File: src/rtl/pbck_pkg.sv
// Shared widths, register codes and configuration type for the pixel blend core.
package pbck_pkg;

  localparam int unsigned PIXEL_W    = 32;
  localparam int unsigned RGB_W      = 24;
  localparam int unsigned ALPHA_W    = 10;
  localparam int unsigned CFG_IDX_W  = 8;
  localparam int unsigned CFG_DATA_W = 32;

  // Configuration register indexes.
  localparam logic [CFG_IDX_W-1:0] CFG_ALPHA         = CFG_IDX_W'(0);
  localparam logic [CFG_IDX_W-1:0] CFG_KEY_ENABLE    = CFG_IDX_W'(1);
  localparam logic [CFG_IDX_W-1:0] CFG_KEY_COLOR     = CFG_IDX_W'(2);
  localparam logic [CFG_IDX_W-1:0] CFG_SURFACE_SHOWN = CFG_IDX_W'(3);

  // Alpha of minus one means opaque after reset.
  localparam logic signed [ALPHA_W-1:0] ALPHA_RESET = -10'sd1;

  typedef struct packed {
    logic signed [ALPHA_W-1:0] alpha;
    logic                      key_enable;
    logic [RGB_W-1:0]          key_color;
    logic                      surface_shown;
  } cfg_t;

endpackage

File: src/rtl/pbck_if.sv
// Valid/ready channel interfaces for pixel beats, result beats and register writes.
interface pbck_in_if;
  import pbck_pkg::*;
  logic               valid;
  logic               ready;
  logic [PIXEL_W-1:0] src_pixel;
  logic [PIXEL_W-1:0] dst_pixel;
  modport source (output valid, src_pixel, dst_pixel, input ready);
  modport sink (input valid, src_pixel, dst_pixel, output ready);
endinterface

interface pbck_out_if;
  import pbck_pkg::*;
  logic               valid;
  logic               ready;
  logic [PIXEL_W-1:0] out_pixel;
  logic               write_enable;
  modport source (output valid, out_pixel, write_enable, input ready);
  modport sink (input valid, out_pixel, write_enable, output ready);
endinterface

interface pbck_cfg_if;
  import pbck_pkg::*;
  logic                  valid;
  logic                  ready;
  logic [CFG_IDX_W-1:0]  index;
  logic [CFG_DATA_W-1:0] data;
  modport source (output valid, index, data, input ready);
  modport sink (input valid, index, data, output ready);
endinterface

File: src/rtl/pixel_blend_with_color_key_core.sv
// Pixel blend with color key: input register, blend logic, result register.
// Throughput: one pixel pair per cycle while out_o.ready is high, set by the
// two-register pipeline with per-stage ready; the blend multipliers sit between the input
// and result registers. Reset (rst_ni low, asynchronous) empties both stages and sets
// alpha to -1, key_enable, key_color and surface_shown to 0.
module pixel_blend_with_color_key_core (
  input  logic      clk_i,
  input  logic      rst_ni,
  pbck_cfg_if.sink  cfg_i,
  pbck_in_if.sink   in_i,
  pbck_out_if.source out_o
);
  import pbck_pkg::*;

  cfg_t               cfg;
  logic               in_valid_q;
  logic [PIXEL_W-1:0] src_q;
  logic [PIXEL_W-1:0] dst_q;
  logic               out_valid_q;
  logic [PIXEL_W-1:0] out_pixel_q;
  logic               write_enable_q;
  logic [PIXEL_W-1:0] out_pixel_d;
  logic               write_enable_d;
  logic               out_advance;
  logic               in_advance;

  pbck_cfg_regs u_cfg_regs (
    .clk_i  (clk_i),
    .rst_ni (rst_ni),
    .cfg_i  (cfg_i),
    .cfg_o  (cfg)
  );

  pbck_mix u_mix (
    .cfg_i          (cfg),
    .src_pixel_i    (src_q),
    .dst_pixel_i    (dst_q),
    .out_pixel_o    (out_pixel_d),
    .write_enable_o (write_enable_d)
  );

  // Each stage moves when it is empty or when its beat is taken by the stage or sink after it.
  assign out_advance = !out_valid_q || out_o.ready;
  assign in_advance  = !in_valid_q || out_advance;
  assign in_i.ready  = in_advance;

  // Stage valid bits.
  always_ff @(posedge clk_i or negedge rst_ni) begin
    if (!rst_ni) begin
      in_valid_q  <= 1'b0;
      out_valid_q <= 1'b0;
    end else begin
      if (in_advance) begin
        in_valid_q <= in_i.valid;
      end
      if (out_advance) begin
        out_valid_q <= in_valid_q;
      end
    end
  end

  // Payload registers.
  always_ff @(posedge clk_i) begin
    if (in_advance && in_i.valid) begin
      src_q <= in_i.src_pixel;
      dst_q <= in_i.dst_pixel;
    end
    if (out_advance && in_valid_q) begin
      out_pixel_q    <= out_pixel_d;
      write_enable_q <= write_enable_d;
    end
  end

  assign out_o.valid        = out_valid_q;
  assign out_o.out_pixel    = out_pixel_q;
  assign out_o.write_enable = write_enable_q;

endmodule

File: src/rtl/pbck_cfg_regs.sv
// Configuration register file written through the register write channel.
module pbck_cfg_regs (
  input  logic            clk_i,
  input  logic            rst_ni,
  pbck_cfg_if.sink        cfg_i,
  output pbck_pkg::cfg_t  cfg_o
);
  import pbck_pkg::*;

  cfg_t cfg_q, cfg_d;

  // Writes are always taken; unknown indexes are dropped.
  assign cfg_i.ready = 1'b1;

  // Decode the register index of a write beat.
  always_comb begin
    cfg_d = cfg_q;
    if (cfg_i.valid) begin
      unique case (cfg_i.index)
        CFG_ALPHA:         cfg_d.alpha         = $signed(cfg_i.data[ALPHA_W-1:0]);
        CFG_KEY_ENABLE:    cfg_d.key_enable    = cfg_i.data[0];
        CFG_KEY_COLOR:     cfg_d.key_color     = cfg_i.data[RGB_W-1:0];
        CFG_SURFACE_SHOWN: cfg_d.surface_shown = cfg_i.data[0];
        default:           cfg_d               = cfg_q;
      endcase
    end
  end

  always_ff @(posedge clk_i or negedge rst_ni) begin
    if (!rst_ni) begin
      cfg_q.alpha         <= ALPHA_RESET;
      cfg_q.key_enable    <= 1'b0;
      cfg_q.key_color     <= '0;
      cfg_q.surface_shown <= 1'b0;
    end else begin
      cfg_q <= cfg_d;
    end
  end

  assign cfg_o = cfg_q;

endmodule

File: src/rtl/pbck_mix.sv
// Combinational blend, color key and write decision for one pixel pair.
module pbck_mix (
  input  pbck_pkg::cfg_t                cfg_i,
  input  logic [pbck_pkg::PIXEL_W-1:0]  src_pixel_i,
  input  logic [pbck_pkg::PIXEL_W-1:0]  dst_pixel_i,
  output logic [pbck_pkg::PIXEL_W-1:0]  out_pixel_o,
  output logic                          write_enable_o
);
  import pbck_pkg::*;

  // One color byte: d + (s - d) * a / 256, quotient truncated toward zero.
  function automatic logic [7:0] mix_byte(input logic [7:0] s, input logic [7:0] d,
                                          input logic [7:0] a);
    logic signed [8:0]  diff;
    logic signed [17:0] prod;
    logic signed [9:0]  quo;
    diff = $signed({1'b0, s}) - $signed({1'b0, d});
    prod = diff * $signed({1'b0, a});
    quo  = prod[17:8];
    if (prod[17] && (prod[7:0] != 8'd0)) begin
      quo = quo + 10'sd1;
    end
    return d + quo[7:0];
  endfunction

  logic       key_match;
  logic       blend_range;
  logic [7:0] blue;
  logic [7:0] green;
  logic [7:0] red;

  assign key_match   = cfg_i.key_enable && (src_pixel_i[RGB_W-1:0] == cfg_i.key_color);
  // Alpha 1..255: non-negative, below 256 and not zero.
  assign blend_range = !cfg_i.alpha[ALPHA_W-1] && !cfg_i.alpha[8]
                       && (cfg_i.alpha[7:0] != 8'd0);

  assign blue  = mix_byte(src_pixel_i[7:0],   dst_pixel_i[7:0],   cfg_i.alpha[7:0]);
  assign green = mix_byte(src_pixel_i[15:8],  dst_pixel_i[15:8],  cfg_i.alpha[7:0]);
  assign red   = mix_byte(src_pixel_i[23:16], dst_pixel_i[23:16], cfg_i.alpha[7:0]);

  // Select the new destination value.
  always_comb begin
    out_pixel_o    = dst_pixel_i;
    write_enable_o = 1'b0;
    if (cfg_i.surface_shown && (cfg_i.alpha != '0) && !key_match) begin
      write_enable_o = 1'b1;
      if (blend_range) begin
        out_pixel_o = {dst_pixel_i[31:24], red, green, blue};
      end else if (cfg_i.key_enable) begin
        out_pixel_o = {dst_pixel_i[31:24], src_pixel_i[RGB_W-1:0]};
      end else begin
        out_pixel_o = src_pixel_i;
      end
    end
  end

endmodule
File: src/flat_wrapper.sv
// flat-port wrapper written by rule: the top's interface ports become plain ports
module pixel_blend_with_color_key_core_flat import pbck_pkg::*;
  (clk_i, rst_ni, cfg_i_valid, cfg_i_index, cfg_i_data, cfg_i_ready, in_i_valid, in_i_src_pixel, in_i_dst_pixel, in_i_ready, out_o_valid, out_o_out_pixel, out_o_write_enable, out_o_ready);
  pbck_cfg_if cfg_i_i ();
  pbck_in_if in_i_i ();
  pbck_out_if out_o_i ();
  input  logic clk_i;
  input  logic rst_ni;
  input wire logic [$bits(cfg_i_i.valid)-1:0] cfg_i_valid;
  input wire logic [$bits(cfg_i_i.index)-1:0] cfg_i_index;
  input wire logic [$bits(cfg_i_i.data)-1:0] cfg_i_data;
  output wire logic [$bits(cfg_i_i.ready)-1:0] cfg_i_ready;
  input wire logic [$bits(in_i_i.valid)-1:0] in_i_valid;
  input wire logic [$bits(in_i_i.src_pixel)-1:0] in_i_src_pixel;
  input wire logic [$bits(in_i_i.dst_pixel)-1:0] in_i_dst_pixel;
  output wire logic [$bits(in_i_i.ready)-1:0] in_i_ready;
  output wire logic [$bits(out_o_i.valid)-1:0] out_o_valid;
  output wire logic [$bits(out_o_i.out_pixel)-1:0] out_o_out_pixel;
  output wire logic [$bits(out_o_i.write_enable)-1:0] out_o_write_enable;
  input wire logic [$bits(out_o_i.ready)-1:0] out_o_ready;
  assign cfg_i_i.valid = cfg_i_valid;
  assign cfg_i_i.index = cfg_i_index;
  assign cfg_i_i.data = cfg_i_data;
  assign cfg_i_ready = cfg_i_i.ready;
  assign in_i_i.valid = in_i_valid;
  assign in_i_i.src_pixel = in_i_src_pixel;
  assign in_i_i.dst_pixel = in_i_dst_pixel;
  assign in_i_ready = in_i_i.ready;
  assign out_o_valid = out_o_i.valid;
  assign out_o_out_pixel = out_o_i.out_pixel;
  assign out_o_write_enable = out_o_i.write_enable;
  assign out_o_i.ready = out_o_ready;
  pixel_blend_with_color_key_core u_core (.clk_i(clk_i), .rst_ni(rst_ni), .cfg_i(cfg_i_i), .in_i(in_i_i), .out_o(out_o_i));
endmodule
File: config.mk
export PLATFORM = sky130hd
export DESIGN_NAME = pixel_blend_with_color_key_core_flat
export DESIGN_NICKNAME = d
export VERILOG_FILES = /design/src/rtl/pbck_pkg.sv /design/src/rtl/pbck_if.sv /design/src/rtl/pixel_blend_with_color_key_core.sv /design/src/rtl/pbck_cfg_regs.sv /design/src/rtl/pbck_mix.sv /design/src/flat_wrapper.sv
export SDC_FILE = /design/constraint.sdc
export NUM_CORES = 1
export LEC_CHECK = 0
export ABC_AREA = 1
export BUFFER_PORTS_ARGS = -buffer_cell sky130_fd_sc_hd__clkbuf_2
export CAP_MARGIN = 10
export CORE_ASPECT_RATIO = 2
export CORE_UTILIZATION = 50
export DETAILED_ROUTE_END_ITERATION = 10
export PLACE_DENSITY = 0.78
export SETUP_SLACK_MARGIN = 0.1
export SYNTH_ARGS = -nofsm -noshare
export SYNTH_HDL_FRONTEND = slang
export SYNTH_SLANG_ARGS = --single-unit
File: constraint.sdc
create_clock -name clk_i -period 15.85 [get_ports clk_i]
set_input_delay 3.17 -clock clk_i [delete_from_list [all_inputs] [get_ports clk_i]]
set_output_delay 3.17 -clock clk_i [all_outputs]
set_load 0.02 [all_outputs]
Yosys cells after proc, flatten, opt, wreduce, memory -nomap -nowiden
Index checks and enable logic that the tools add are counted.

storage, ports and cells
  register bits after elaboration = 135
  bits of input ports = 109
  output and inout bits = 36
  logic and storage cells = 60

operators by class
  add/subtract/negate cells = 9
  multiply operators = 3
  eq/ne operators = 4
  muxes and demuxes = 7
  reduce and logical (&&, ||, !) cells = 27

operators with widths
  cell                                                  number
  2-to-1 mux 32 bit                                     3
  multiplier 9 x 9 -> 18 bit                            3
  nonzero test 8 bit                                    4
  subtractor 8 x 8 -> 9 bit                             3
  adder 8 x 2 -> 8 bit (second input constant)          3
  adder 8 bit                                           3
  equality test 24 bit                                  1
  2-to-1 mux 8 bit                                      3
  equality test 8 x 2 -> 1 bit (second input constant)  2
  logical AND 1 bit                                     10
  nonzero test 10 bit                                   1
  equality test 8 x 1 -> 1 bit (second input constant)  1
  zero test 8 bit                                       1
  AND reduction 2 bit                                   4
  zero test 1 bit                                       5
  logical OR 1 bit                                      2
  2-to-1 mux 1 bit                                      1

Depth between registers and ports, before layout
  word-level depth = 8
  gate-level depth with buffers = 51

Hierarchy
From an unflattened synthesis, not the netlist that was laid out.

unflattened totals
  cell total of the unflattened synthesis = 2140
  area total of the unflattened synthesis = 17016.3 um^2

by module, submodules not included
  module                           instances  cells an instance  area an instance (um^2)
  pbck_mix                         1          1847               12426.9
  pixel_blend_with_color_key_core  1          109                3007.9
  pbck_cfg_regs                    1          184                1581.5

Worst setup path before layout
OpenSTA, ideal clock, no wires.

  kind = register -> register
  start point = register u_core.dst_q[8]
  end point = register u_core.out_pixel_q[14] (netlist: u_core.out_o.out_pixel[14]) (data pin)
  library setup time = 0.254 ns
  data arrival time = 6.679 ns
  required time = 15.596 ns
  slack = 8.918 ns
  stages on the path, launching flop included = 43
  clock period less this slack = 6.932 ns
  cells stage by stage = edfxtp_1 -> ha_1 -> fa_1 -> o21ai_0 -> nand2_1 -> nand2_1 -> a21oi_1 -> or2_2 -> nand2_1 -> inv_1 -> nand2_1 -> fa_1 -> inv_1 -> fa_1 -> fa_1 -> inv_1 -> fa_1 -> inv_1 -> [... 7 more ...] -> nand2_2 -> nand2_2 -> nand2_1 -> nand2_1 -> nor2_4 -> xnor2_1 -> inv_1 -> ha_1 -> fa_1 -> nand3_1 -> nand2_1 -> a21oi_1 -> nor2_1 -> nor2_1 -> xor2_1 -> o21ai_0 -> nand2_1 -> o21ai_2

on the way
  word-level cells in the longest chain between the ends = 8
  elaborated cells between the ends (all ways) = 9

RTL lines
  what                                                                                line                                   source
  start: declaration                                                                  pixel_blend_with_color_key_core.sv:18  logic [PIXEL_W-1:0] dst_q;
  start signal: assignment                                                            pixel_blend_with_color_key_core.sv:66  dst_q <= in_i.dst_pixel;
  parallel branches: the longest is 5 deep, another holds multiplier 9 x 9 -> 18 bit  -
  adder 8 bit *                                                                       pbck_mix.sv:23                         return d + quo[7:0];
  2-to-1 mux 32 bit *                                                                 pbck_mix.sv:47                         if (blend_range) begin
  2-to-1 mux 32 bit *                                                                 pbck_mix.sv:45                         if (cfg_i.surface_shown && (cfg_i.alpha != '0) && !key_match) begin
  net u_core.out_pixel_d[14]                                                          pixel_blend_with_color_key_core.sv:22  logic [PIXEL_W-1:0] out_pixel_d;
  end signal: assignment                                                              pixel_blend_with_color_key_core.sv:69  out_pixel_q <= out_pixel_d;
  end: declaration                                                                    pixel_blend_with_color_key_core.sv:20  logic [PIXEL_W-1:0] out_pixel_q;

Mark *: on every way through the listed nets, which the timed path passes.
A chain may end at the register's enable or synchronous reset.

Worst setup path after layout
  start point = register u_core.src_q[8]
  end point = register u_core.out_pixel_q[14] (netlist: u_core.out_o.out_pixel[14]) (data pin)

on the way
  word-level cells in the longest chain between the ends = 8
  elaborated cells between the ends (all ways) = 13

RTL lines
  what                                                                                line                                   source
  start: declaration                                                                  pixel_blend_with_color_key_core.sv:17  logic [PIXEL_W-1:0] src_q;
  start signal: assignment                                                            pixel_blend_with_color_key_core.sv:65  src_q <= in_i.src_pixel;
  parallel branches: the longest is 7 deep, another holds multiplier 9 x 9 -> 18 bit  -
  2-to-1 mux 32 bit *                                                                 pbck_mix.sv:45
  net u_core.out_pixel_d[14]                                                          pixel_blend_with_color_key_core.sv:22

Marked as above.

==> results.toml <==
[pwr]
clkPwrFrac = 0.257
comb_power_share = 0.462
p_sw_frac = 0.4253
peakVddDrop_v = 0.0001318
seq_power_share = 0.281
intPower_uw = 923.2
leakage_uw = 0.01009
power_density_nw_per_um2 = 86.62
power_switching_uw = 683.3
total_power_uw = 1607

[sta]
skew_ns = 0.008106
post-route-period-util = 0.4977
fmax_mhz = 126.8
tightest_slew_ns = 1.030
final.setup.tns_ns = 0
final-setup-viol-count = 0
finalCriticalPeriod_ns = 7.888
max_slew_margin = 0.3108
drv_slew = 0
rsz0062_at_grt = "no"
holdWs_ns = 0.4934
finalHoldViolations = 0

[logic_synthesis]
ys_seq_area_frac = 0.2300
ys_ff_latch = 135
async_reset_ff_frac = 0.2815
synth_edf_count = 97
ys.flop_type = "edfxtp_1"
synth_nets = 2541
synth_cells = 2087
synth.yosys.warnings = 0
syn_area_um2 = 16860
syn_area_per_cell_um2 = 8.077
ys_types = 58

[hold_path]
hp-class = "register to register"
hp-start = "u_core.u_cfg_regs.cfg_o[35]"
min_path_cells = 2
min_to = "u_core.u_cfg_regs.cfg_o[35]"

[cts]
ctsResizeCount = 0
clock_sinks = 135
postCtsSetupRepairBufs = 0
ctsHoldBuffers = 0
cts_buffers = 17
insertion_delay_ns = 0.44
ctsHtreeMaxLevel = 4
clockBufferDepth = 2
path_clk_slew_ns = 0.06
cts_tree = "built"
cts-root-buf = "clkbuf_16"

[outcome]
status = "completed"

[route]
firstDrtPassIters = 5
viasPerCell = 5.201
via_count = 13810
wl_per_cell_um = 15.76
drtIter0Drc = 538
routed_wl_um = 41870
ant_nets = 0
drcViolationCount = 0

[grt]
grt_pass1_wl_um = 68440
grt-ovfl-total = 0
antenna_found_initial = 0
grt_max_degree = 54
track_usage = 0.2528
grt_pass1_vias = 14620

[setup_path]
cp.required_ns = 16.03
worstReg2RegEnd = "u_core.out_o.out_pixel[14]"
critPathSlowestCell = "fa_1"
path_max_fanout = 8
reg2reg_from = "u_core.src_q[8]"
max_stage_delay_ns = 0.54
crit_arrival_ns = 8.07
rrSetupSlack_ns = 7.96
cp_common_cell = "nand2_1"
endpoint_kind = "register"
r2r_cells = 43
critPathLaunchType = "register"
crit_type = "register to register"

[cells_and_area]
syn_to_final_growth_pct = 10.04
final_common_cell = "nand2_1"
instances_no_fill = 2656
antenna_cells = 0
final_cell_mix = "nand2_1, inv_1, fa_1"
nNetsFinal = 2665
drive_above_1_share = 0.1205

[floorplan]
die_area_um2 = 34490
die_h_um = 261.7
core_area_um2 = 33050
start_util = 0.5100
fp.dieW_um = 131.8
rows = 94
num_io_pins = 145

[place]
placed_cells = 2624
port_buffers = 135
dp.final_hpwl_um = 34300
place_congestion = 0.8810

[run]
max_cap_viol_count = 0
cell usage after synthesis (4+ instances only):
library cell	n	area, µm²
nand3_2	5	50.05
nor2_1	159	596.8
nand2_1	498	1869
inv_2	10	37.54
o21ai_0	59	295.3
nor3_1	6	30.03
o21ai_2	6	52.55
nand3b_1	12	90.09
dfrtp_1	28	700.7
a211oi_1	4	30.03
mux2i_1	4	40.04
xnor2_1	18	157.7
nor2_4	5	56.30
ha_1	159	1989
fa_1	186	3724
mux2_2	18	202.7
a21oi_1	61	305.3
clkbuf_1	18	67.56
nor2_2	5	31.28
nor4_1	5	31.28
nand4_1	23	143.9
nand2_2	11	68.82
buf_2	6	30.03
or2_2	13	81.33
xor2_1	37	324.1
edfxtp_1	97	2913
nand3_1	71	355.3
or2_1	5	31.28
dfstp_2	10	262.8
inv_1	493	1851
o21ai_1	10	50.05
registers in the layout, indices dropped and copies added (netlist names):
| signal | flops |
|---|---|
| u_core.src_q | 32 |
| u_core.out_o.out_pixel | 32 |
| u_core.out_o.valid | 1 |
| u_core.u_cfg_regs.cfg_o | 36 |
| u_core.out_o.write_enable | 1 |
| u_core.dst_q | 32 |
| u_core.in_valid_q | 1 |
cell families after synthesis:
kind of cell | share of synthesized area
AND/OR/NAND/NOR | 0.2095
buffers and inverters | 0.1222
adder cells (fa/ha/maj) | 0.3389
AO/OA/AOI/OAI | 0.05196
flip-flops | 0.2300
XOR/XNOR | 0.03147
multiplexers | 0.01574
other | 0.0002225
worst max path at each step:
stage	from	to	slack [ns]	depth (start not counted)
after floorplan	u_core.dst_q[8]	u_core.out_o.out_pixel[14]	8.92	42
after global placement	u_core.src_q[8]	u_core.out_o.out_pixel[14]	8.14	43
after detailed placement	u_core.src_q[8]	u_core.out_o.out_pixel[14]	8.02	43
after CTS	u_core.src_q[8]	u_core.out_o.out_pixel[14]	7.97	43
after global routing	u_core.src_q[8]	u_core.out_o.out_pixel[15]	7.38	46
final	u_core.src_q[8]	u_core.out_o.out_pixel[14]	7.96	43
area by class of cell:
| cell class | count | area, µm² |
|---|---|---|
| inverters | 506 | 1902 |
| clock buffers | 17 | 425.4 |
| well taps | 432 | 540.5 |
| flip-flops and latches | 135 | 3876 |
| fillers | 2887 | 14500 |
| multi-input cells | 1414 | 10930 |
| clock inverters | 15 | 181.4 |
| repair buffers | 137 | 690.7 |
critical path, delay by kind of cell (launching register included):
family / cells / cell delay, ns
adders and majority gates: 9 / 3.50
and+or+nand+nor: 20 / 2.09
AOI/OAI and AO/OA: 5 / 0.73
buffers and inverters: 7 / 0.57
DFF: 1 / 0.40
xor gates and xnor gates: 2 / 0.34
metal layers:
metal,up-vias,part of all wire,track usage
li1,6615,-,-
met2,436,0.55,0.4963
met3,124,0.041,0.02585
met5,-,0,0
met1,6638,0.36,0.2579
met4,0,0.052,0.1437
power by group through the flow:
stage          combinational [µW]  clock, µW  sequential, µW
2_1_floorplan                 533          0             465
3_3_place_gp                  713          0             456
3_5_place_dp                  735          0             457
4_1_cts                       743        417             451
5_1_grt                       837        428             454
6_report                      742        414             451
through the flow:
stage / worst slack, ns / instance area, µm² / util
2_1_floorplan: 8.918 / 16860 / -
3_3_place_gp: 8.136 / 17940 / 0.5429
3_5_place_dp: 8.017 / 17940 / 0.5429
4_1_cts: 7.966 / 18550 / 0.5612
5_1_grt: 7.377 / 18550 / 0.5612
6_report: 7.962 / 18550 / 0.5612
Power figures use the tool's default switching activity.
